$ cat src/rtl/grm_pkg.sv
// ----------------------------------------------------------------------------
// grm_pkg
// Shared types and constants for the greedy rectangle merge core.
// ----------------------------------------------------------------------------
package grm_pkg;

    // Fixed field widths of the item and result ports
    localparam int ROW_W  = 5;
    localparam int COL_W  = 5;
    localparam int SIZE_W = 6;
    localparam int MAT_W  = 8;
    localparam int CFG_W  = 6;

    // Item opcodes
    localparam logic OP_LOAD  = 1'b0;
    localparam logic OP_FETCH = 1'b1;

    // Configuration register indexes
    localparam logic [0:0] REG_ROW_COUNT = 1'b0;
    localparam logic [0:0] REG_COL_COUNT = 1'b1;

    localparam logic [CFG_W-1:0] ROW_COUNT_RST = 6'd32;
    localparam logic [CFG_W-1:0] COL_COUNT_RST = 6'd32;

    typedef enum logic [2:0] {
        ST_IDLE,
        ST_SCAN,
        ST_SCAN_CK,
        ST_RUN,
        ST_RUN_CK,
        ST_ROW,
        ST_ROW_CK,
        ST_CLEAR
    } grm_state_t;

    typedef struct packed {
        logic              found;
        logic [ROW_W-1:0]  rect_row;
        logic [COL_W-1:0]  rect_col;
        logic [SIZE_W-1:0] rect_width;
        logic [SIZE_W-1:0] rect_height;
        logic [MAT_W-1:0]  rect_material;
    } grm_result_t;

endpackage

$ cat src/rtl/grm_ctrl.sv
// ----------------------------------------------------------------------------
// grm_ctrl
// Sequencer and shared address/compare unit: scans, grows and clears one
// rectangle per fetch, one grid cell per memory access.
// ----------------------------------------------------------------------------
module grm_ctrl #(
    parameter int GRID_DIM      = 32,
    parameter int MATERIAL_BITS = 8,
    localparam int IDX_W  = $clog2(GRID_DIM),
    localparam int CNT_W  = $clog2(GRID_DIM + 1),
    localparam int ADDR_W = 2 * IDX_W
) (
    input  logic                      clk,
    input  logic                      rst_n,
    input  logic                      start,
    input  logic                      op,
    input  logic [grm_pkg::ROW_W-1:0] cell_row,
    input  logic [grm_pkg::COL_W-1:0] cell_col,
    input  logic [grm_pkg::MAT_W-1:0] cell_material,
    input  logic [CNT_W-1:0]          rows,
    input  logic [CNT_W-1:0]          cols,
    output logic                      busy,
    output logic                      done,
    output grm_pkg::grm_result_t      result,
    output logic                      ram_we,
    output logic [ADDR_W-1:0]         ram_waddr,
    output logic [MATERIAL_BITS-1:0]  ram_wdata,
    output logic [ADDR_W-1:0]         ram_raddr,
    input  logic [MATERIAL_BITS-1:0]  ram_rdata
);

    import grm_pkg::*;

    // cursor arithmetic needs room for GRID_DIM + offsets up to GRID_DIM
    localparam int S_W = CNT_W + 1;

    grm_state_t               state_reg, state_next;
    logic [S_W-1:0]           row_reg, row_next;
    logic [S_W-1:0]           col_reg, col_next;
    logic [CNT_W-1:0]         w_reg, w_next;
    logic [CNT_W-1:0]         h_reg, h_next;
    logic [IDX_W-1:0]         i_reg, i_next;
    logic [IDX_W-1:0]         j_reg, j_next;
    logic [MATERIAL_BITS-1:0] mat_reg, mat_next;
    grm_result_t              res_reg, res_next;
    logic                     done_reg, done_next;

    logic [S_W-1:0]   rows_x, cols_x;
    logic             wrap;
    logic [S_W-1:0]   row_eff, col_eff;
    logic [S_W-1:0]   base_r, base_c;
    logic [CNT_W-1:0] off_r, off_c;
    logic [S_W-1:0]   sum_r, sum_c;
    logic [ADDR_W-1:0] addr;
    logic             row_in, col_in;
    logic             match, nonzero;
    logic             j_last, i_last;
    logic             empty_cols;
    logic             load_in_range;

    // Shared address unit and comparator
    always_comb
    begin
        rows_x     = S_W'(rows);
        cols_x     = S_W'(cols);
        empty_cols = (cols == '0);
        wrap       = (col_reg >= cols_x);
        row_eff    = wrap ? (row_reg + S_W'(1)) : row_reg;
        col_eff    = wrap ? '0 : col_reg;

        base_r = row_reg;
        base_c = col_reg;
        off_r  = '0;
        off_c  = '0;
        unique case (state_reg)
            ST_SCAN:
            begin
                base_r = row_eff;
                base_c = col_eff;
            end
            ST_RUN:
            begin
                off_c = w_reg;
            end
            ST_ROW:
            begin
                off_r = h_reg;
                off_c = CNT_W'(j_reg);
            end
            ST_CLEAR:
            begin
                off_r = CNT_W'(i_reg);
                off_c = CNT_W'(j_reg);
            end
            default:
            begin
                off_r = '0;
            end
        endcase

        sum_r   = base_r + S_W'(off_r);
        sum_c   = base_c + S_W'(off_c);
        addr    = {sum_r[IDX_W-1:0], sum_c[IDX_W-1:0]};
        row_in  = (sum_r < rows_x);
        col_in  = (sum_c < cols_x);
        match   = (ram_rdata == mat_reg);
        nonzero = (ram_rdata != '0);
        j_last  = ((CNT_W'(j_reg) + CNT_W'(1)) == w_reg);
        i_last  = ((CNT_W'(i_reg) + CNT_W'(1)) == h_reg);

        load_in_range = (int'(cell_row) < GRID_DIM) && (int'(cell_col) < GRID_DIM);
    end

    // Next state
    always_comb
    begin
        state_next = state_reg;
        unique case (state_reg)
            ST_IDLE:
            begin
                if (start && (op == OP_FETCH))
                begin
                    state_next = ST_SCAN;
                end
            end
            ST_SCAN:
            begin
                state_next = (!row_in || empty_cols) ? ST_IDLE : ST_SCAN_CK;
            end
            ST_SCAN_CK:
            begin
                state_next = nonzero ? ST_RUN : ST_SCAN;
            end
            ST_RUN:
            begin
                state_next = col_in ? ST_RUN_CK : ST_ROW;
            end
            ST_RUN_CK:
            begin
                state_next = match ? ST_RUN : ST_ROW;
            end
            ST_ROW:
            begin
                state_next = row_in ? ST_ROW_CK : ST_CLEAR;
            end
            ST_ROW_CK:
            begin
                state_next = match ? ST_ROW : ST_CLEAR;
            end
            ST_CLEAR:
            begin
                if (j_last && i_last)
                begin
                    state_next = ST_IDLE;
                end
            end
            default:
            begin
                state_next = ST_IDLE;
            end
        endcase
    end

    // Datapath updates and memory controls
    always_comb
    begin
        row_next  = row_reg;
        col_next  = col_reg;
        w_next    = w_reg;
        h_next    = h_reg;
        i_next    = i_reg;
        j_next    = j_reg;
        mat_next  = mat_reg;
        res_next  = res_reg;
        done_next = 1'b0;
        ram_we    = 1'b0;
        ram_waddr = addr;
        ram_wdata = '0;
        ram_raddr = addr;

        unique case (state_reg)
            ST_IDLE:
            begin
                if (start && (op == OP_LOAD))
                begin
                    ram_we    = load_in_range;
                    ram_waddr = {IDX_W'(cell_row), IDX_W'(cell_col)};
                    ram_wdata = MATERIAL_BITS'(cell_material);
                    row_next  = '0;
                    col_next  = '0;
                end
            end
            ST_SCAN:
            begin
                row_next = row_eff;
                col_next = col_eff;
                if (!row_in || empty_cols)
                begin
                    // grid exhausted: park cursor at the end
                    row_next  = S_W'(GRID_DIM);
                    col_next  = '0;
                    res_next  = '0;
                    done_next = 1'b1;
                end
            end
            ST_SCAN_CK:
            begin
                if (nonzero)
                begin
                    mat_next = ram_rdata;
                    w_next   = CNT_W'(1);
                end
                else
                begin
                    col_next = col_reg + S_W'(1);
                end
            end
            ST_RUN:
            begin
                if (!col_in)
                begin
                    h_next = CNT_W'(1);
                    j_next = '0;
                end
            end
            ST_RUN_CK:
            begin
                if (match)
                begin
                    w_next = w_reg + CNT_W'(1);
                end
                else
                begin
                    h_next = CNT_W'(1);
                    j_next = '0;
                end
            end
            ST_ROW:
            begin
                if (!row_in)
                begin
                    i_next = '0;
                    j_next = '0;
                end
            end
            ST_ROW_CK:
            begin
                if (!match)
                begin
                    i_next = '0;
                    j_next = '0;
                end
                else if (j_last)
                begin
                    h_next = h_reg + CNT_W'(1);
                    j_next = '0;
                end
                else
                begin
                    j_next = j_reg + IDX_W'(1);
                end
            end
            ST_CLEAR:
            begin
                ram_we = 1'b1;
                if (j_last)
                begin
                    j_next = '0;
                    if (i_last)
                    begin
                        res_next.found         = 1'b1;
                        res_next.rect_row      = ROW_W'(row_reg);
                        res_next.rect_col      = COL_W'(col_reg);
                        res_next.rect_width    = SIZE_W'(w_reg);
                        res_next.rect_height   = SIZE_W'(h_reg);
                        res_next.rect_material = MAT_W'(mat_reg);
                        done_next              = 1'b1;
                    end
                    else
                    begin
                        i_next = i_reg + IDX_W'(1);
                    end
                end
                else
                begin
                    j_next = j_reg + IDX_W'(1);
                end
            end
            default:
            begin
                ram_we = 1'b0;
            end
        endcase
    end

    always_ff @(posedge clk or negedge rst_n)
    begin
        if (!rst_n)
        begin
            state_reg <= ST_IDLE;
            row_reg   <= '0;
            col_reg   <= '0;
            done_reg  <= 1'b0;
        end
        else
        begin
            state_reg <= state_next;
            row_reg   <= row_next;
            col_reg   <= col_next;
            done_reg  <= done_next;
        end
    end

    always_ff @(posedge clk)
    begin
        w_reg   <= w_next;
        h_reg   <= h_next;
        i_reg   <= i_next;
        j_reg   <= j_next;
        mat_reg <= mat_next;
        res_reg <= res_next;
    end

    assign busy   = (state_reg != ST_IDLE);
    assign done   = done_reg;
    assign result = res_reg;

endmodule

$ cat config.mk
export PLATFORM = sky130hd
export DESIGN_NAME = grm_ctrl
export DESIGN_NICKNAME = d
export VERILOG_FILES = /design/src/rtl/grm_pkg.sv /design/src/rtl/grm_ctrl.sv
export SDC_FILE = /design/constraint.sdc
export NUM_CORES = 1
export LEC_CHECK = 0
export BUFFER_PORTS_ARGS = -buffer_cell sky130_fd_sc_hd__buf_2
export CAP_MARGIN = 20
export CORE_MARGIN = 2
export CORE_UTILIZATION = 51
export CTS_CLUSTER_DIAMETER = 60
export DETAILED_ROUTE_END_ITERATION = 6
export GPL_TIMING_DRIVEN = 0
export PLACE_DENSITY = 0.83
export SLEW_MARGIN = 20
export SYNTH_ARGS = -nofsm -noshare
export SYNTH_HDL_FRONTEND = slang
export SYNTH_SLANG_ARGS = --single-unit
$ cat constraint.sdc
create_clock -name clk -period 5.8 [get_ports clk]
set_clock_uncertainty 0.1 [all_clocks]
set_input_delay 1.16 -clock clk [delete_from_list [all_inputs] [get_ports clk]]
set_output_delay 1.16 -clock clk [all_outputs]
set_load 0.02 [all_outputs]
Word-level counts from Yosys, hierarchy flattened
Cells that the tools add are included.
{"block": "totals", "reg_bits": 79, "out_inout_bits": 62, "input_bits": 42, "word_cells": 133}
{"block": "op_classes", "bitwise_logic": 1, "muxes": 52, "n_reduce_logical": 26, "n_eq_ne": 26, "order_cmp": 3, "add_sub_neg": 10}
{"operator": "two-way mux 31 bit", "count": 3}
{"operator": "one-hot mux 31 bit (2 select lines)", "count": 1}
{"operator": "two-way mux 7 bit", "count": 8}
{"operator": "two-way mux 6 bit", "count": 6}
{"operator": "one-hot mux 6 bit (2 select lines)", "count": 3}
{"operator": "two-way mux 5 bit", "count": 7}
{"operator": "!= test 2 bit, second input constant", "count": 16}
{"operator": "one-hot mux 5 bit (5 select lines)", "count": 1}
{"operator": "one-hot mux 3 bit (8 select lines)", "count": 1}
{"operator": "one-hot mux 7 bit (3 select lines)", "count": 1}
{"operator": "two-way mux 10 bit", "count": 2}
{"operator": "one-hot mux 6 bit (3 select lines)", "count": 1}
{"operator": "two-way mux 8 bit", "count": 2}
{"operator": "one-hot mux 5 bit (3 select lines)", "count": 1}
{"operator": "adder 7 x 1 -> 7 bit, second input constant", "count": 2}
{"operator": "adder 7 x 6 -> 7 bit", "count": 2}
{"operator": "< comparator 7 x 6 -> 1 bit", "count": 2}
{"operator": "one-hot mux 7 bit (2 select lines)", "count": 1}
{"operator": "adder 5 x 1 -> 6 bit, second input constant", "count": 2}
{"operator": "adder 6 x 1 -> 6 bit, second input constant", "count": 2}
{"operator": "equality test 3 bit, second input constant", "count": 4}
{"operator": "equality test 6 bit", "count": 2}
{"operator": "nonzero test 3 bit", "count": 4}
{"operator": "adder 5 x 1 -> 5 bit, second input constant", "count": 2}
{"operator": "22 further kinds", "count": 42}

Logic depth before layout (Yosys ltp)
{"block": "depth", "ltp_word": 9, "mapped_depth": 22, "mapped_depth_nobuf": 20}

Least setup slack after synthesis
OpenSTA, ideal clock, no wires.
{"block": "synth_timing", "kind": "input to register", "start": "input cols[4]", "end": "register res_reg (netlist bit result[0]), enable pin", "t_arrival_ns": 6.081, "path_buffers": 2, "path_stages": 19, "setup_slack_ns": -1.027, "t_required_ns": 5.055, "setup_ns": 0.645, "path_cell_list": "inv_1 ha_1 a21o_1 a211o_1 a41o_1 buf_2 and2_1 buf_2 mux2_1 fa_1 a21o_1 a211oi_1 a21oi_1 ha_1 or4_1 a21oi_1 or2_2 a31o_1 o21ai_0"}
{"block": "synth_via", "elab_chain_len": 9, "word_cells_on_any_way": 10, "classes_between": "1 x add/sub; 2 x order compare; 1 x eq/ne; 2 x mux; 4 x reduce/logical"}
{"element": "start: declaration", "line": "grm_ctrl.sv:21", "source": "input logic [CNT_W-1:0] cols,"}
{"element": "greater-or-equal comparator 7 x 6 -> 1 bit", "line": "grm_ctrl.sv:67", "source": "wrap = (col_reg >= cols_x);"}
{"element": "two-way mux 7 bit", "line": "grm_ctrl.sv:68", "source": "row_eff = wrap ? (row_reg + S_W'(1)) : row_reg;"}
{"element": "two-way mux 7 bit", "line": "grm_ctrl.sv:75", "source": "unique case (state_reg)"}
{"element": "adder 7 x 6 -> 7 bit", "line": "grm_ctrl.sv:101", "source": "sum_r = base_r + S_W'(off_r);"}
{"element": "named net ram_raddr[9]", "line": "grm_ctrl.sv:28", "source": "output logic [ADDR_W-1:0] ram_raddr,"}
{"element": "< comparator 7 x 6 -> 1 bit", "line": "grm_ctrl.sv:104", "source": "row_in = (sum_r < rows_x);"}
{"element": "logical NOT 1 bit"}
{"element": "logical OR 1 bit", "line": "grm_ctrl.sv:197", "source": "if (!row_in || empty_cols)"}
{"element": "!= test 2 bit (no source line)"}
{"element": "AND reduction 4 bit (no source line)"}
{"element": "end signal: assignment", "line": "grm_ctrl.sv:321", "source": "res_reg <= res_next;"}
{"element": "end: declaration", "line": "grm_ctrl.sv:45", "source": "grm_result_t res_reg, res_next;"}
The timed path passes the listed nets, and every way through them passes these cells.
A chain may end at the register's enable or synchronous reset.

Worst setup path after layout
{"block": "layout_timing", "start": "input cols[4]", "end": "output ram_waddr[9]"}
{"block": "layout_via", "elab_chain_len": 6}
{"element": "greater-or-equal comparator 7 x 6 -> 1 bit (*)", "line": "grm_ctrl.sv:67"}
{"element": "two-way mux 7 bit (*)", "line": "grm_ctrl.sv:68"}
{"element": "two-way mux 7 bit (*)", "line": "grm_ctrl.sv:75"}
{"element": "adder 7 x 6 -> 7 bit (*)", "line": "grm_ctrl.sv:101"}
{"element": "two-way mux 10 bit", "line": "grm_ctrl.sv:184", "source": "if (start && (op == OP_LOAD))"}
{"element": "two-way mux 10 bit (*)", "line": "grm_ctrl.sv:181", "source": "unique case (state_reg)"}
{"element": "end: declaration", "line": "grm_ctrl.sv:26", "source": "output logic [ADDR_W-1:0] ram_waddr,"}
Every way passes the cells marked *; elsewhere a longest branch is shown, timed or not.

==> results by group <==
Layout
  • Cell Count, Final, Fillers Out: 790
  • Layout Area Growth over Synthesis: 19.79%
  • Post-route cell area: 6262 sq um
  • Share of cells above drive strength 1: 0.2405
  • Utilization after layout: 0.6348
  • Largest register FFs: 31
  • Footprint of the multi-input gates: 2899 sq um
  • N_diodes: 0
  • Fillers: 800
  • Register Area: 2282 sq um
  • Final nets: 731

Floorplanning
  • I/O pin total: 104
  • Die Span X: 105.2 microns
  • Row count: 36
  • Initial Utilization: 0.5299
  • Core area: 9864 sq um
  • Die Area: 11080 sq um
  • Die Height: 105.2 microns

STA
  • Min Tclk post-route: 5.648 ns
  • Final WS setup: 0.1517 ns
  • Fmax: 177.0 MHz
  • Pins over their slew limit: 0
  • Post-route clock period utilization: 0.9738
  • # setup viols final: 0
  • Final Hold Fails: 0
  • Max-slew headroom: 0.4274
  • Least-Margin Pin Slew: 0.8589 ns

Critical path
  • Crit end category: output port
  • Arr. time, crit path: 4.39 ns
  • WP data required: 4.54 ns
  • Crit-path slowest cell: fa_2
  • Critical Path Start Type: input pin
  • Buf/Inv on CP: 5
  • Crit-path cells: buf_2 -> inv_1 -> ha_1 -> a21o_1 -> a211o_1 -> a41o_1 -> buf_6 -> and2_1 -> buf_4 -> xor2_1 -> ha_2 -> fa_2 -> a211o_1 -> a21oi_2 -> nand2_1 -> nand2_1 -> buf_4
  • Worst Path Max Fanout: 10
  • CP delay by family, top: compound AO/OA/AOI/OAI gates
  • Crit-path max cell delay: 0.39 ns
  • Critical path class: in -> out

Yosys
  • Synth Warn #: 0
  • Post-synthesis async set-or-reset flop share: 0.2278
  • Synth cell types: 60
  • Synth Area per Inst: 9.826 sq um
  • Yosys reg bits: 79
  • Post-Synth Simple-Gate Area: 0.2192
  • Syn nets: 610
  • Area leader, netlist: edfxtp_1
  • Post-Syn Area: 5228 sq um
  • Main combinational cell family by area after synthesis: simple AND/OR/NAND/NOR gates
  • Largest cells by area after synthesis: edfxtp_1 (35%), dfrtp_1 (8.6%), ha_1 (8.1%)
  • Mapped Cells: 532
  • Post-synth EDFFs: 61
  • Synth top area share: 0.3504
  • Mux contribution to synthesized area: 0.01819
  • Primary FF master, synth: edfxtp_1
  • Synth Area in Compound Gates: 0.1261
  • Synth top cells by count: nand2_1 (66), edfxtp_1 (61), and2_1 (44), nor2_1 (40), ha_1 (34)
  • XOR/XNOR Fraction of Synth Area: 0.08018
  • Sequential share of the synthesized area: 0.4366
  • Top-count cell post-synth: nand2_1
  • Adder-Cell Fraction of Synth Area: 0.08904

Global route
  • Initial antenna violation count: 0
  • Largest net degree at the start of global routing: 19
  • Vias in the first global route: 4239
  • GRT overflow: 0
  • First-pass GRT wire length: 20.20 mm
  • Gr usage total: 0.2285

Clock network
  • Worst-skew pair later-pin latency: 0.35 ns
  • Clk root buf: clkbuf_8
  • CTS tree: built
  • Buffer depth of the longest clock path: 2
  • CTS buffer count: 9
  • H-tree depth: 3
  • Clock sinks: 79
  • Clk pin slew, worst setup/hold paths: 0.08 ns
  • Post-CTS Hold Fix Bufs: 0

Pwr
  • Leakage: 0.002844 uW
  • Max IR drop VDD: 0.0001996 V
  • Pwr/cell area: 283.2 nW/um^2

Placed design
  • Cell Area, Placed: 5931 sq um
  • Place WS: -0.5237 ns
  • Port-buffer cells: 103
  • RD Place Congestion: 0.9317
  • HPWL after DPL: 9.305 mm
  • Placed insts: 768

Run status
  • Status: completed

Flow run
  • Max cap viols: 0

Route
  • Post-detailed-route DRC marker count: 0
  • Iter 0 DRT Violations: 379
  • Final WL: 12.42 mm
  • Vias: 4433
  • Vias per std cell: 5.611
  • Post-DRT Antenna Nets: 0
  • Drt pass-1 iters: 5
  • Wirelength per Cell: 15.72 microns

Worst hold path
  • Worst hold path type: reg -> reg
[cell families (layout without fill, tap and decap cells)]
group / count (synthesis) / in the layout
XOR/XNOR: 47 / 47
multiplexers: 9 / 9
adder cells (fa/ha/maj): 36 / 36
flip-flops: 79 / 79
buffers and inverters: 41 / 164
AO/OA/AOI/OAI: 94 / 96
AND/OR/NAND/NOR: 226 / 226
[layout make-up]
cell class / count / area share
multi-input combinational: 414 / 0.4629
buffer: 20 / 0.01439
tap: 133 / 0.02657
timing repair buffer: 108 / 0.08931
sequential: 79 / 0.3644
inverter: 21 / 0.01259
clock buffer: 9 / 0.01978
clock inverter: 6 / 0.009990
[stage by stage]
stage / setup TNS (ns) / power (uW) / hold WS, ns
2_1_floorplan: 0 / 1176 / 0.3846
3_3_place_gp: -18.48 / 1335 / 0.4271
5_1_grt: -0.09721 / 1874 / 0.4763
4_1_cts: 0 / 1760 / 0.4424
6_report: 0 / 1774 / 0.4461
3_5_place_dp: -25.18 / 1360 / 0.4293
[placed cells by master, fill, tap and decap left out, types with 5 or more instances in the layout]
| master | n |
|---|---|
| buf_2 | 105 |
| nand2_1 | 66 |
| edfxtp_1 | 61 |
| and2_1 | 44 |
| nor2_1 | 40 |
| ha_1 | 33 |
| xor2_1 | 27 |
| nand3_1 | 24 |
| inv_1 | 21 |
| o21ai_0 | 20 |
| xnor2_1 | 19 |
| dfrtp_1 | 18 |
| clkbuf_1 | 14 |
| nor2b_1 | 13 |
| and3_1 | 12 |
| a21oi_1 | 11 |
| a21o_1 | 11 |
| clkbuf_8 | 9 |
| nor4_1 | 8 |
| buf_4 | 6 |
| o21ai_1 | 5 |
| mux2i_1 | 5 |
| a21oi_2 | 5 |
[what timing repair did]
item / in CTS / in global routing
buffers inserted: 1 / 4
endpoints found under the setup margin: 42 / 68
endpoints found under the hold margin: 0 / 0
cloned: 2 / 0
pin swaps: 1 / 6
resized for setup: 7 / 21
[worst paths after layout]
| check | startpoint | end | slack [ns] | cells after the start |
|---|---|---|---|---|
| worst max register to register | col_reg[4]$_DFFE_PN0P_ | row_reg[0]$_DFFE_PN0P_ | 0.67 | 20 |
| worst max-delay path | cols[4] | ram_waddr[9] | 0.15 | 17 |
| worst min-delay path | col_reg[0]$_DFFE_PN0P_ | col_reg[0]$_DFFE_PN0P_ | 0.45 | 1 |
| min in group asynchronous | rst_n | done$_DFF_PN0_ | 0.66 | 1 |
| max in group asynchronous | rst_n | col_reg[3]$_DFFE_PN0P_ | 4.61 | 1 |
| worst min register to register | col_reg[0]$_DFFE_PN0P_ | col_reg[0]$_DFFE_PN0P_ | 0.45 | 1 |
[where the power goes]
group	internal, uW	switching, uW	total, uW
clock	196	196	392
sequential	665	39.4	705
combinational	267	410	677
[layer usage]
layer  up-vias  track usage  share of wire
li1       2123            -              -
met1      2080       0.2996           0.42
met2       208       0.3806           0.48
met3        22      0.04638          0.077
met4         0      0.07143          0.022
met5         -            0              0
[worst reg2reg max path: cells and delay by family (launching register included)]
family          cells  cell delay [ns]
buf+inv             3             0.55
compound gates      9             1.81
fa+ha+maj           4             1.11
simple gates        2             0.69
flops               1             0.46
mux                 1             0.21
xor+xnor            1             0.16
No activity file was read; power rests on OpenSTA's default activity.
